### src/design/dq_pkg.sv
`default_nettype none

package dq_pkg;

  // Queue geometry
  localparam int DEPTH  = 64;
  localparam int IDX_W  = $clog2(DEPTH);
  localparam int CNT_W  = $clog2(DEPTH + 1);
  localparam int DATA_W = 32;

  // Operation codes carried by the kind field
  typedef enum logic [1:0] {
    KIND_PUSH_BACK  = 2'd0,
    KIND_PUSH_FRONT = 2'd1,
    KIND_POP_BACK   = 2'd2,
    KIND_POP_FRONT  = 2'd3
  } kind_t;

  // Result status codes
  typedef enum logic [1:0] {
    STAT_DONE      = 2'd0,
    STAT_POP_EMPTY = 2'd1,
    STAT_PUSH_FULL = 2'd2
  } op_status_t;

  // Controller states
  typedef enum logic [1:0] {
    ST_IDLE,
    ST_EXEC,
    ST_LOAD,
    ST_REPLY
  } state_t;

  // Commands from controller to datapath
  typedef struct packed {
    logic capture;  // latch the incoming item
    logic exec;     // update indices, count, store
    logic load;     // refresh front/back value registers
  } cmd_t;

  // Circular index helpers
  function automatic logic [IDX_W-1:0] idx_next(input logic [IDX_W-1:0] i);
    idx_next = (i == IDX_W'(DEPTH - 1)) ? '0 : i + IDX_W'(1);
  endfunction

  function automatic logic [IDX_W-1:0] idx_prev(input logic [IDX_W-1:0] i);
    idx_prev = (i == '0) ? IDX_W'(DEPTH - 1) : i - IDX_W'(1);
  endfunction

endpackage

`default_nettype wire

### src/design/double_ended_queue.sv
// Bounded double-ended queue of signed 32-bit values in a 64-slot ring.
// An accepted start passes through states EXEC and LOAD, and done strobes in REPLY.
// Each item runs capture, update/store access, end-value refresh and result in
// turn; a new item is taken only once the last one's result has been shown.
// Reset (rst, synchronous): queue empty, both indices zero, busy low.
// Results show for one cycle on done; the receiver cannot stall them.
`default_nettype none

module double_ended_queue (
  input  wire logic                              clk,
  input  wire logic                              rst,
  input  wire logic                              start,
  output logic                                   busy,
  input  wire logic [1:0]                        kind,
  input  wire logic signed [dq_pkg::DATA_W-1:0]  push_value,
  output logic                                   done,
  output logic signed [dq_pkg::DATA_W-1:0]       front_value,
  output logic signed [dq_pkg::DATA_W-1:0]       back_value,
  output logic [dq_pkg::CNT_W-1:0]               entry_count,
  output logic                                   is_empty,
  output logic [1:0]                             status
);

  dq_pkg::cmd_t cmd;

  dq_ctrl u_ctrl (
    .clk   (clk),
    .rst   (rst),
    .start (start),
    .cmd   (cmd),
    .busy  (busy),
    .done  (done)
  );

  dq_datapath u_dp (
    .clk         (clk),
    .rst         (rst),
    .cmd         (cmd),
    .kind        (kind),
    .push_value  (push_value),
    .front_value (front_value),
    .back_value  (back_value),
    .entry_count (entry_count),
    .is_empty    (is_empty),
    .status      (status)
  );

endmodule

`default_nettype wire

### src/design/dq_ctrl.sv
`default_nettype none

module dq_ctrl (
  input  wire logic         clk,
  input  wire logic         rst,
  input  wire logic         start,
  output dq_pkg::cmd_t      cmd,
  output logic              busy,
  output logic              done
);

  dq_pkg::state_t state;
  dq_pkg::state_t state_next;

  // State register
  always_ff @(posedge clk) begin
    if (rst) begin
      state <= dq_pkg::ST_IDLE;
    end else begin
      state <= state_next;
    end
  end

  // Next state
  always_comb begin
    state_next = state;
    unique case (state)
      dq_pkg::ST_IDLE:  if (start) state_next = dq_pkg::ST_EXEC;
      dq_pkg::ST_EXEC:  state_next = dq_pkg::ST_LOAD;
      dq_pkg::ST_LOAD:  state_next = dq_pkg::ST_REPLY;
      dq_pkg::ST_REPLY: state_next = dq_pkg::ST_IDLE;
      default:          state_next = dq_pkg::ST_IDLE;
    endcase
  end

  // Outputs
  always_comb begin
    cmd  = '0;
    busy = 1'b1;
    done = 1'b0;
    unique case (state)
      dq_pkg::ST_IDLE: begin
        busy        = 1'b0;
        cmd.capture = start;
      end
      dq_pkg::ST_EXEC:  cmd.exec = 1'b1;
      dq_pkg::ST_LOAD:  cmd.load = 1'b1;
      dq_pkg::ST_REPLY: done = 1'b1;
      default:          busy = 1'b1;
    endcase
  end

endmodule

`default_nettype wire

### src/design/dq_datapath.sv
`default_nettype none

module dq_datapath (
  input  wire logic                                 clk,
  input  wire logic                                 rst,
  input  wire dq_pkg::cmd_t                         cmd,
  input  wire logic [1:0]                           kind,
  input  wire logic signed [dq_pkg::DATA_W-1:0]     push_value,
  output logic signed [dq_pkg::DATA_W-1:0]          front_value,
  output logic signed [dq_pkg::DATA_W-1:0]          back_value,
  output logic [dq_pkg::CNT_W-1:0]                  entry_count,
  output logic                                      is_empty,
  output logic [1:0]                                status
);

  // Slot store, one write and one registered read per cycle
  logic [dq_pkg::DATA_W-1:0] mem [dq_pkg::DEPTH];
  logic [dq_pkg::DATA_W-1:0] rd_data;

  // Latched item
  dq_pkg::kind_t             kind_q;
  logic [dq_pkg::DATA_W-1:0] value_q;

  // Queue control state
  logic [dq_pkg::IDX_W-1:0]  front_index;
  logic [dq_pkg::IDX_W-1:0]  back_index;
  logic [dq_pkg::CNT_W-1:0]  stored_count;

  // Per-item result bookkeeping
  dq_pkg::op_status_t        status_q;
  logic                      was_empty;
  logic [dq_pkg::DATA_W-1:0] front_cache;
  logic [dq_pkg::DATA_W-1:0] back_cache;

  logic                      is_push;
  logic                      q_full;
  logic                      q_empty;
  logic                      do_write;
  logic [dq_pkg::IDX_W-1:0]  wr_addr;
  logic [dq_pkg::IDX_W-1:0]  rd_addr;

  assign is_push  = (kind_q == dq_pkg::KIND_PUSH_BACK) ||
                    (kind_q == dq_pkg::KIND_PUSH_FRONT);
  assign q_full   = (stored_count == dq_pkg::CNT_W'(dq_pkg::DEPTH));
  assign q_empty  = (stored_count == '0);
  assign do_write = cmd.exec && is_push && !q_full;

  // Slot addresses: where a push lands, and the new end after a pop
  always_comb begin
    if (q_empty) begin
      wr_addr = front_index;
    end else if (kind_q == dq_pkg::KIND_PUSH_BACK) begin
      wr_addr = dq_pkg::idx_next(back_index);
    end else begin
      wr_addr = dq_pkg::idx_prev(front_index);
    end
    if (kind_q == dq_pkg::KIND_POP_BACK) begin
      rd_addr = dq_pkg::idx_prev(back_index);
    end else begin
      rd_addr = dq_pkg::idx_next(front_index);
    end
  end

  // Store write and read
  always_ff @(posedge clk) begin
    if (do_write) begin
      mem[wr_addr] <= value_q;
    end
    rd_data <= mem[rd_addr];
  end

  // Item capture
  always_ff @(posedge clk) begin
    if (cmd.capture) begin
      kind_q  <= dq_pkg::kind_t'(kind);
      value_q <= push_value;
    end
  end

  // Index and count update
  always_ff @(posedge clk) begin
    if (rst) begin
      front_index  <= '0;
      back_index   <= '0;
      stored_count <= '0;
      status_q     <= dq_pkg::STAT_DONE;
      was_empty    <= 1'b1;
    end else if (cmd.exec) begin
      was_empty <= q_empty;
      if (is_push) begin
        if (q_full) begin
          status_q <= dq_pkg::STAT_PUSH_FULL;
        end else begin
          status_q     <= dq_pkg::STAT_DONE;
          stored_count <= stored_count + dq_pkg::CNT_W'(1);
          if (q_empty) begin
            back_index <= front_index;
          end else if (kind_q == dq_pkg::KIND_PUSH_BACK) begin
            back_index <= wr_addr;
          end else begin
            front_index <= wr_addr;
          end
        end
      end else begin
        if (q_empty) begin
          status_q <= dq_pkg::STAT_POP_EMPTY;
        end else begin
          status_q     <= dq_pkg::STAT_DONE;
          stored_count <= stored_count - dq_pkg::CNT_W'(1);
          // last entry leaves the indices in place
          if (stored_count > dq_pkg::CNT_W'(1)) begin
            if (kind_q == dq_pkg::KIND_POP_BACK) begin
              back_index <= rd_addr;
            end else begin
              front_index <= rd_addr;
            end
          end
        end
      end
    end
  end

  // End values held in registers; a pop refetches the new end
  always_ff @(posedge clk) begin
    if (cmd.load && (status_q == dq_pkg::STAT_DONE)) begin
      unique case (kind_q)
        dq_pkg::KIND_PUSH_BACK: begin
          back_cache <= value_q;
          if (was_empty) front_cache <= value_q;
        end
        dq_pkg::KIND_PUSH_FRONT: begin
          front_cache <= value_q;
          if (was_empty) back_cache <= value_q;
        end
        dq_pkg::KIND_POP_BACK:  back_cache  <= rd_data;
        dq_pkg::KIND_POP_FRONT: front_cache <= rd_data;
        default: ;
      endcase
    end
  end

  // Result ports; values read as zero when empty
  assign is_empty    = q_empty;
  assign entry_count = stored_count;
  assign front_value = q_empty ? '0 : front_cache;
  assign back_value  = q_empty ? '0 : back_cache;
  assign status      = status_q;

endmodule

`default_nettype wire

### config.mk
export PLATFORM = sky130hd
export DESIGN_NAME = double_ended_queue
export DESIGN_NICKNAME = d
export VERILOG_FILES = /design/src/design/dq_pkg.sv /design/src/design/double_ended_queue.sv /design/src/design/dq_ctrl.sv /design/src/design/dq_datapath.sv
export SDC_FILE = /design/constraint.sdc
export NUM_CORES = 2
export LEC_CHECK = 0
export BUFFER_PORTS_ARGS = -buffer_cell sky130_fd_sc_hd__buf_2
export CAP_MARGIN = 25
export CORE_ASPECT_RATIO = 0.7
export CORE_MARGIN = 2
export CORE_UTILIZATION = 38
export DETAILED_ROUTE_END_ITERATION = 7
export PLACE_DENSITY = 0.61
export SLEW_MARGIN = 20
export SYNTH_ARGS = -nofsm -noshare
export SYNTH_HDL_FRONTEND = slang
export SYNTH_SLANG_ARGS = --single-unit
### constraint.sdc
create_clock -name clk -period 4.44 [get_ports clk]
set_input_delay 0.222 -clock clk [delete_from_list [all_inputs] [get_ports clk]]
set_output_delay 0.222 -clock clk [all_outputs]
set_load 0.02 [all_outputs]
Word-level counts from Yosys, hierarchy flattened
Memory sizes are Yosys's and may differ from the RTL's. A register that Yosys moved wholly into a read port is not among the register bits. Cells that the tools add are included.

$add $sub $neg: 6. Magnitude comparators: 1. Equal/unequal tests: 18. Muxes and demuxes: 41. Reduce and logical (&&, ||, !) cells: 20.

Operators by type and width (number): 32-bit case mux with 3 select lines (2); 6-bit 2-to-1 mux (21); 32-bit 2-to-1 mux (3); 7-bit 2-to-1 mux (3); 6-bit by 1-bit adder with 6-bit output (second input constant) (2); 6-bit equality test (second input constant) (2); 6-bit logical NOT (2); 6-bit by 1-bit subtractor with 6-bit output (second input constant) (2); 2-bit by 1-bit != test with 1-bit output (second input constant) (5); 3-bit AND reduction (3); 2-bit equality test (second input constant) (4); 1-bit 2-to-1 mux (8); 2-bit case mux with 4 select lines (1); 7-bit by 1-bit adder with 7-bit output (second input constant) (1); 7-bit equality test (second input constant) (1); 7-bit by 1-bit > comparator with 1-bit output (second input constant) (1); 7-bit logical NOT (1); 7-bit AND reduction (1); 7-bit by 1-bit subtractor with 7-bit output (second input constant) (1); 2-bit logical NOT (3); 2-bit 2-to-1 mux (3); 2-bit != test (second input constant) (3); 6-bit AND reduction (1); 3-bit nonzero test (2); other kinds (6) (10).

Register bits: 122. Memory bits (writable): 2048. Output and inout bits: 76. Word-level logic and storage cells: 97. Memories: 1.

Memories: u_dp.mem (words 64, width 32, rd ports 1, clocked after memory_dff 1, write ports 1, line dq_datapath.sv:17) `logic [dq_pkg::DATA_W-1:0] mem [dq_pkg::DEPTH];`.

Logic depth before layout (Yosys ltp)
Depth after elaboration: 8. Mapped depth: 16.

Modules after synthesis
From an unflattened synthesis, not the netlist that was laid out.

Cell total of the unflattened synthesis: 6201. Area total of the unflattened synthesis: 86699.4 um2.

By module, submodules not included: dq_datapath (instances 1, cells each 6184, area an instance 86543.0 um2, seq. area each 65522.8 um2); dq_ctrl (instances 1, cells each 17, area an instance 156.4 um2, seq. area each 40.0 um2).

Least setup slack after synthesis
Ideal clock, no wire load.

Kind: register to register. Start: register u_dp.stored_count (netlist bit u_dp.entry_count[2]). End: memory u_dp.mem[28][0] (netlist name) (enable). Setup time: 421 ps. Arrival time: 3821 ps. Data required time: 4019 ps. Slack: 198 ps. Cell stages (with the launch flop): 12. Buffers on the path: 2. Clock period less this slack: 4242 ps. Cells stage by stage: dfxtp_1 clkbuf_1 nor4_1 nor2b_1 nand2_1 clkinv_1 nor3_1 a21oi_1 nand4b_1 or3b_2 clkbuf_1 nor2_1.

Elaborated cells on any way between the ends: 7.

RTL lines: start: declaration (line dq_datapath.sv:27) `logic [dq_pkg::CNT_W-1:0] stored_count;`; start signal: assignment (line dq_datapath.sv:95) `stored_count <= stored_count + dq_pkg::CNT_W'(1);`; start signal: assignment (line dq_datapath.sv:109) `stored_count <= stored_count - dq_pkg::CNT_W'(1);`; 7-bit logical NOT (line dq_datapath.sv:45) `assign q_empty = (stored_count == '0);`; named net is_empty (line double_ended_queue.sv:20) `output logic is_empty,`; 6-bit 2-to-1 mux (line dq_datapath.sv:50) `if (q_empty) begin`; end: declaration (line dq_datapath.sv:17).

The timed path passes the listed nets, and every way through them passes these cells.

Worst setup path in the final report
Start: register u_dp.kind_q[1]. End: register u_dp.rd_data[20] (netlist name), read port of u_dp.mem.

Cells in the longest elaborated chain, start to end: 2.

RTL lines: start: declaration (line dq_datapath.sv:21) `dq_pkg::kind_t kind_q;`; start signal: assignment (line dq_datapath.sv:75) `kind_q <= dq_pkg::kind_t'(kind);`; 2-bit equality test (line dq_datapath.sv:57) `if (kind_q == dq_pkg::KIND_POP_BACK) begin`; 6-bit 2-to-1 mux (line dq_datapath.sv:57); end: declaration (line dq_datapath.sv:18) `logic [dq_pkg::DATA_W-1:0] rd_data;`.

Every way passes these cells. A chain may end at the register's enable or synchronous reset.

==> flow_results.xml <==
<?xml version="1.0" encoding="UTF-8"?>
<metrics>
  <group name="layout">
    <metric name="area_growth_syn_to_layout" unit="%">16.0</metric>
    <metric name="design_area" unit="µm²">101000</metric>
    <metric name="final_layout_size_suffix_gt1_share" unit="%">17.3</metric>
    <metric name="finalNetCount" unit="">5828</metric>
  </group>
  <group name="critical_path">
    <metric name="worst-endpoint-required" unit="ns">5.10</metric>
    <metric name="launch_point_of_the_worst_reg_to_reg_path" unit="">u_dp.kind_q[1]</metric>
    <metric name="path_max_fanout" unit="">19</metric>
    <metric name="critical_path.startpoint_type" unit="">flip-flop</metric>
    <metric name="worstPathArrival" unit="ns">4.82</metric>
    <metric name="worst_r2r_endpoint" unit="">u_dp.rd_data[20]</metric>
    <metric name="timing.reg2reg.worst_path_depth" unit="">11</metric>
    <metric name="worstSetupPathType" unit="">flip-flop to flip-flop</metric>
    <metric name="timing.reg2reg.setup_slack" unit="ns">0.29</metric>
    <metric name="worstSetupEndpointType" unit="">flip-flop</metric>
  </group>
  <group name="placement">
    <metric name="detailed_place_hpwl" unit="µm">154000</metric>
    <metric name="placement.cell_area" unit="µm²">94200</metric>
    <metric name="final_estimated_routing_congestion_in_global_placement" unit="">0.881</metric>
    <metric name="io_buffer_count" unit="">112</metric>
  </group>
  <group name="route">
    <metric name="antenna_violating_nets_post_route" unit="">0</metric>
    <metric name="drt_drc_violations_left" unit="">0</metric>
    <metric name="finalWirelength" unit="µm">261000</metric>
    <metric name="drt-wirelength-per-cell" unit="µm">29.1</metric>
    <metric name="route.detailed.vias_per_inst" unit="">5.72</metric>
    <metric name="drt_pre_antenna_iters" unit="">6</metric>
    <metric name="initial_drt_markers" unit="">7949</metric>
    <metric name="vias" unit="">51300</metric>
  </group>
  <group name="synthesis">
    <metric name="synth_sequential_area_ratio" unit="%">75.5</metric>
    <metric name="mappedNetlistArea" unit="µm²">86900</metric>
    <metric name="synthesis.area_per_instance" unit="µm²">16.0</metric>
    <metric name="ys_async_sr_fraction" unit="%">0</metric>
    <metric name="postSynthRegisterBits" unit="">2202</metric>
    <metric name="post-synth-top-area-cell" unit="">sky130_fd_sc_hd__edfxtp_1</metric>
    <metric name="yosysWarningCount" unit="">0</metric>
    <metric name="count_of_flip_flops_with_a_built_in_enable_after_synthesis" unit="">2146</metric>
    <metric name="synth_top_cells_by_area" unit="">sky130_fd_sc_hd__edfxtp_1 (74%), sky130_fd_sc_hd__nand2_1 (4.5%), sky130_fd_sc_hd__mux2i_1 (4.5%)</metric>
    <metric name="postSynthCellCount" unit="">5441</metric>
    <metric name="count_of_cell_types_in_the_netlist" unit="">62</metric>
    <metric name="synthesis.nets" unit="">5492</metric>
    <metric name="netlist.area_leader.share" unit="%">74.2</metric>
    <metric name="yosys_most_used_dff" unit="">sky130_fd_sc_hd__edfxtp_1</metric>
  </group>
  <group name="timing">
    <metric name="setup_repair_after_global_routing_missed_its_margin" unit="">no</metric>
    <metric name="setup_violations_final" unit="">0</metric>
    <metric name="achievable_clock_frequency" unit="GHz">0.241</metric>
    <metric name="hold_ws" unit="ns">0.0889</metric>
    <metric name="finalSetupTns" unit="ns">0</metric>
    <metric name="max-slew-margin-rel" unit="%">18.3</metric>
    <metric name="finalHoldViolCount" unit="">0</metric>
    <metric name="min_period" unit="ns">4.15</metric>
    <metric name="portion_of_the_clock_cycle_consumed_by_the_worst_path_in_the_final_layout" unit="%">93.5</metric>
    <metric name="clock-skew-final" unit="ns">0.0519</metric>
    <metric name="worst_max_slew_pin_slew" unit="ns">1.23</metric>
    <metric name="report.final.slew_viol_count" unit="">0</metric>
  </group>
  <group name="floorplan">
    <metric name="fp.dieArea" unit="µm²">233000</metric>
    <metric name="boundaryPins" unit="">113</metric>
    <metric name="start_util" unit="%">38.3</metric>
    <metric name="number_of_core_rows" unit="">146</metric>
    <metric name="coreArea" unit="µm²">227000</metric>
    <metric name="floorplan.die.height" unit="µm">404</metric>
    <metric name="die_w" unit="µm">575</metric>
  </group>
  <group name="power">
    <metric name="report.power.total" unit="W">0.0647</metric>
    <metric name="power.density_cell_area" unit="nW/µm²">642</metric>
    <metric name="power.leakage" unit="nW">32.8</metric>
    <metric name="power.ir.vdd_worst" unit="µV">389</metric>
  </group>
  <group name="cts">
    <metric name="post_cts_buffers" unit="">0</metric>
    <metric name="h-tree-depth" unit="">4</metric>
    <metric name="clkTransAtPathRegs" unit="ns">0.06</metric>
    <metric name="clk-insertion-delay-late" unit="ns">0.85</metric>
    <metric name="cts-root-buf" unit="">sky130_fd_sc_hd__clkbuf_16</metric>
    <metric name="cts_buffers" unit="">199</metric>
    <metric name="ctsLongestPathBuffers" unit="">4</metric>
    <metric name="clock_tree_from_tritoncts" unit="">built</metric>
    <metric name="clock-sinks" unit="">2202</metric>
  </group>
  <group name="grt">
    <metric name="grt_first_pass_wirelength" unit="µm">367000</metric>
    <metric name="first_global_vias" unit="">48400</metric>
    <metric name="grt_start_max_net_pins" unit="">95</metric>
    <metric name="grt.total_usage" unit="%">22.0</metric>
    <metric name="grt_antenna_before_repair" unit="">11</metric>
    <metric name="grt_residual_overflow" unit="">0</metric>
  </group>
  <group name="status">
    <metric name="run_status" unit="">completed</metric>
  </group>
  <group name="min_path">
    <metric name="timing.hold.worst.start" unit="">push_value[16]</metric>
    <metric name="hold_crit_class" unit="">input port to flip-flop</metric>
    <metric name="holdPathEnd" unit="">u_dp.value_q[16]</metric>
    <metric name="worst_hold_path.num_cells" unit="">2</metric>
  </group>
  <group name="flow_run">
    <metric name="cap_violations" unit="">0</metric>
  </group>
</metrics>
## cell usage after synthesis, drive strengths merged, types with 5 or more instances
| master | instances |
|---|---|
| inv | 14 |
| o22a | 31 |
| a211oi | 6 |
| clkbuf | 195 |
| and2 | 100 |
| a311o | 33 |
| xor2 | 10 |
| mux4 | 158 |
| nor3 | 72 |
| o2bb2ai | 62 |
| buf | 145 |
| nor2b | 5 |
| mux2 | 65 |
| nand3 | 310 |
| ha | 14 |
| xnor2 | 5 |
| mux2i | 389 |
| o22ai | 100 |
| a311oi | 66 |
| a41oi | 31 |
| nand2 | 1042 |
| a21oi | 143 |
| dfxtp | 56 |
| o21ai | 18 |
| and3 | 39 |
| edfxtp | 2146 |
| o32a | 32 |
| nor2 | 105 |
## metrics by stage
stage                     worst slack, ns  std cells  util, %
after floorplan                     0.198       5441        -
after global placement              0.255       8572     41.5
after detailed placement            0.146       8573     41.5
after CTS                           0.134       8964     44.4
after global routing                0.166       8964     44.4
final                               0.288       8972     44.4
## layout by cell type, fill, tap and decap left out, types with 39 or more instances in the layout
master                      Yosys  layout
sky130_fd_sc_hd__a21oi_1      143     140
sky130_fd_sc_hd__a311oi_1      66      66
sky130_fd_sc_hd__and2_1       100      97
sky130_fd_sc_hd__and3_1        39      39
sky130_fd_sc_hd__buf_12         0     106
sky130_fd_sc_hd__buf_2        105     112
sky130_fd_sc_hd__buf_4          7     219
sky130_fd_sc_hd__clkbuf_1     195      57
sky130_fd_sc_hd__clkbuf_16      0     202
sky130_fd_sc_hd__dfxtp_1       56      56
sky130_fd_sc_hd__edfxtp_1    2146    2146
sky130_fd_sc_hd__mux2_2        65      65
sky130_fd_sc_hd__mux2i_1      389     388
sky130_fd_sc_hd__mux4_2       158     158
sky130_fd_sc_hd__nand2_1     1042    1036
sky130_fd_sc_hd__nand3_1      310     310
sky130_fd_sc_hd__nor2_4         0      67
sky130_fd_sc_hd__nor3_1        72      71
sky130_fd_sc_hd__o22ai_1       99      99
sky130_fd_sc_hd__o2bb2ai_1     62      62
## routing by layer
| metal | vias up | global-route usage (%) | wire, µm |
|---|---|---|---|
| met5 | - | 0 | 64 |
| met1 | 26400 | 33.6 | 112000 |
| li1 | 21600 | - | - |
| met3 | 338 | 6.93 | 35700 |
| met2 | 2995 | 30.1 | 107000 |
| met4 | 10 | 5.02 | 5580 |
## where the power goes
part           leakage, nW  switching [W]  internal [W]
clock network         3.04        0.00755       0.00937
logic                 10.0         0.0148       0.00747
registers             19.8       0.000717        0.0248
total                 32.8         0.0230        0.0417
## cells by family after synthesis
kind of cell	count (synthesis)	synth area share (%)
buffers and inverters	355	1.75
AOI/OAI and AO/OA	543	4.57
DFF	2202	75.5
muxes	612	9.42
and+or+nand+nor	1700	8.43
adders and majority gates	14	0.202
xor gates and xnor gates	15	0.151
## sequential cells by signal, indices dropped and copies added (netlist names)
| signal | flops |
|---|---|
| u_dp.value_q | 32 |
| u_dp.front_index | 6 |
| u_dp.mem | 2048 |
| u_dp.status | 2 |
| u_dp.kind_q | 2 |
| u_dp.front_cache | 32 |
| u_ctrl.state | 2 |
| u_dp.entry_count | 7 |
| u_dp.back_cache | 32 |
| u_dp.rd_data | 32 |
| u_dp.back_index | 6 |
| u_dp.was_empty | 1 |
## worst max-delay path, cell delays in order (launching register included)
cell and delay [ns]:
sky130_fd_sc_hd__edfxtp_1 0.62, sky130_fd_sc_hd__nor2b_2 0.29, sky130_fd_sc_hd__a311oi_1 0.53, sky130_fd_sc_hd__or2_4 0.43
sky130_fd_sc_hd__buf_12 0.22, sky130_fd_sc_hd__buf_12 0.20, sky130_fd_sc_hd__buf_12 0.16, sky130_fd_sc_hd__mux2i_1 0.08
sky130_fd_sc_hd__mux2_2 0.28, sky130_fd_sc_hd__o32a_1 0.23, sky130_fd_sc_hd__a311oi_1 0.81, sky130_fd_sc_hd__a41oi_1 0.10
## final cells by class
| class | count | area [µm²] |
|---|---|---|
| sequential | 2202 | 65600 |
| inverter | 15 | 56.3 |
| timing repair buffer | 475 | 4710 |
| clock buffer | 264 | 5340 |
| multi-input combinational | 2884 | 20400 |
| fill | 19600 | 126000 |
| antenna | 8 | 20.0 |
| clock inverter | 90 | 866 |
| tap | 3034 | 3800 |
## repair_timing
action	4_1_cts	5_1_grt
hold buffers	37	0
endpoints found under the setup margin	0	1
gates resized for setup	0	1
endpoints found under the hold margin	63	0
## worst max-delay path by stage
stage,start,endpoint,cells after the start
6_report,u_dp.kind_q[1],u_dp.rd_data[20],11
5_1_grt,u_dp.back_index[0],u_dp.rd_data[9],13
4_1_cts,u_dp.back_index[0],u_dp.rd_data[20],12
3_5_place_dp,u_dp.back_index[0],u_dp.rd_data[9],12
3_3_place_gp,u_dp.back_index[0],u_dp.rd_data[30],12
2_1_floorplan,u_dp.entry_count[2],u_dp.mem[28][0],11
(Power assumes the default switching activity.)
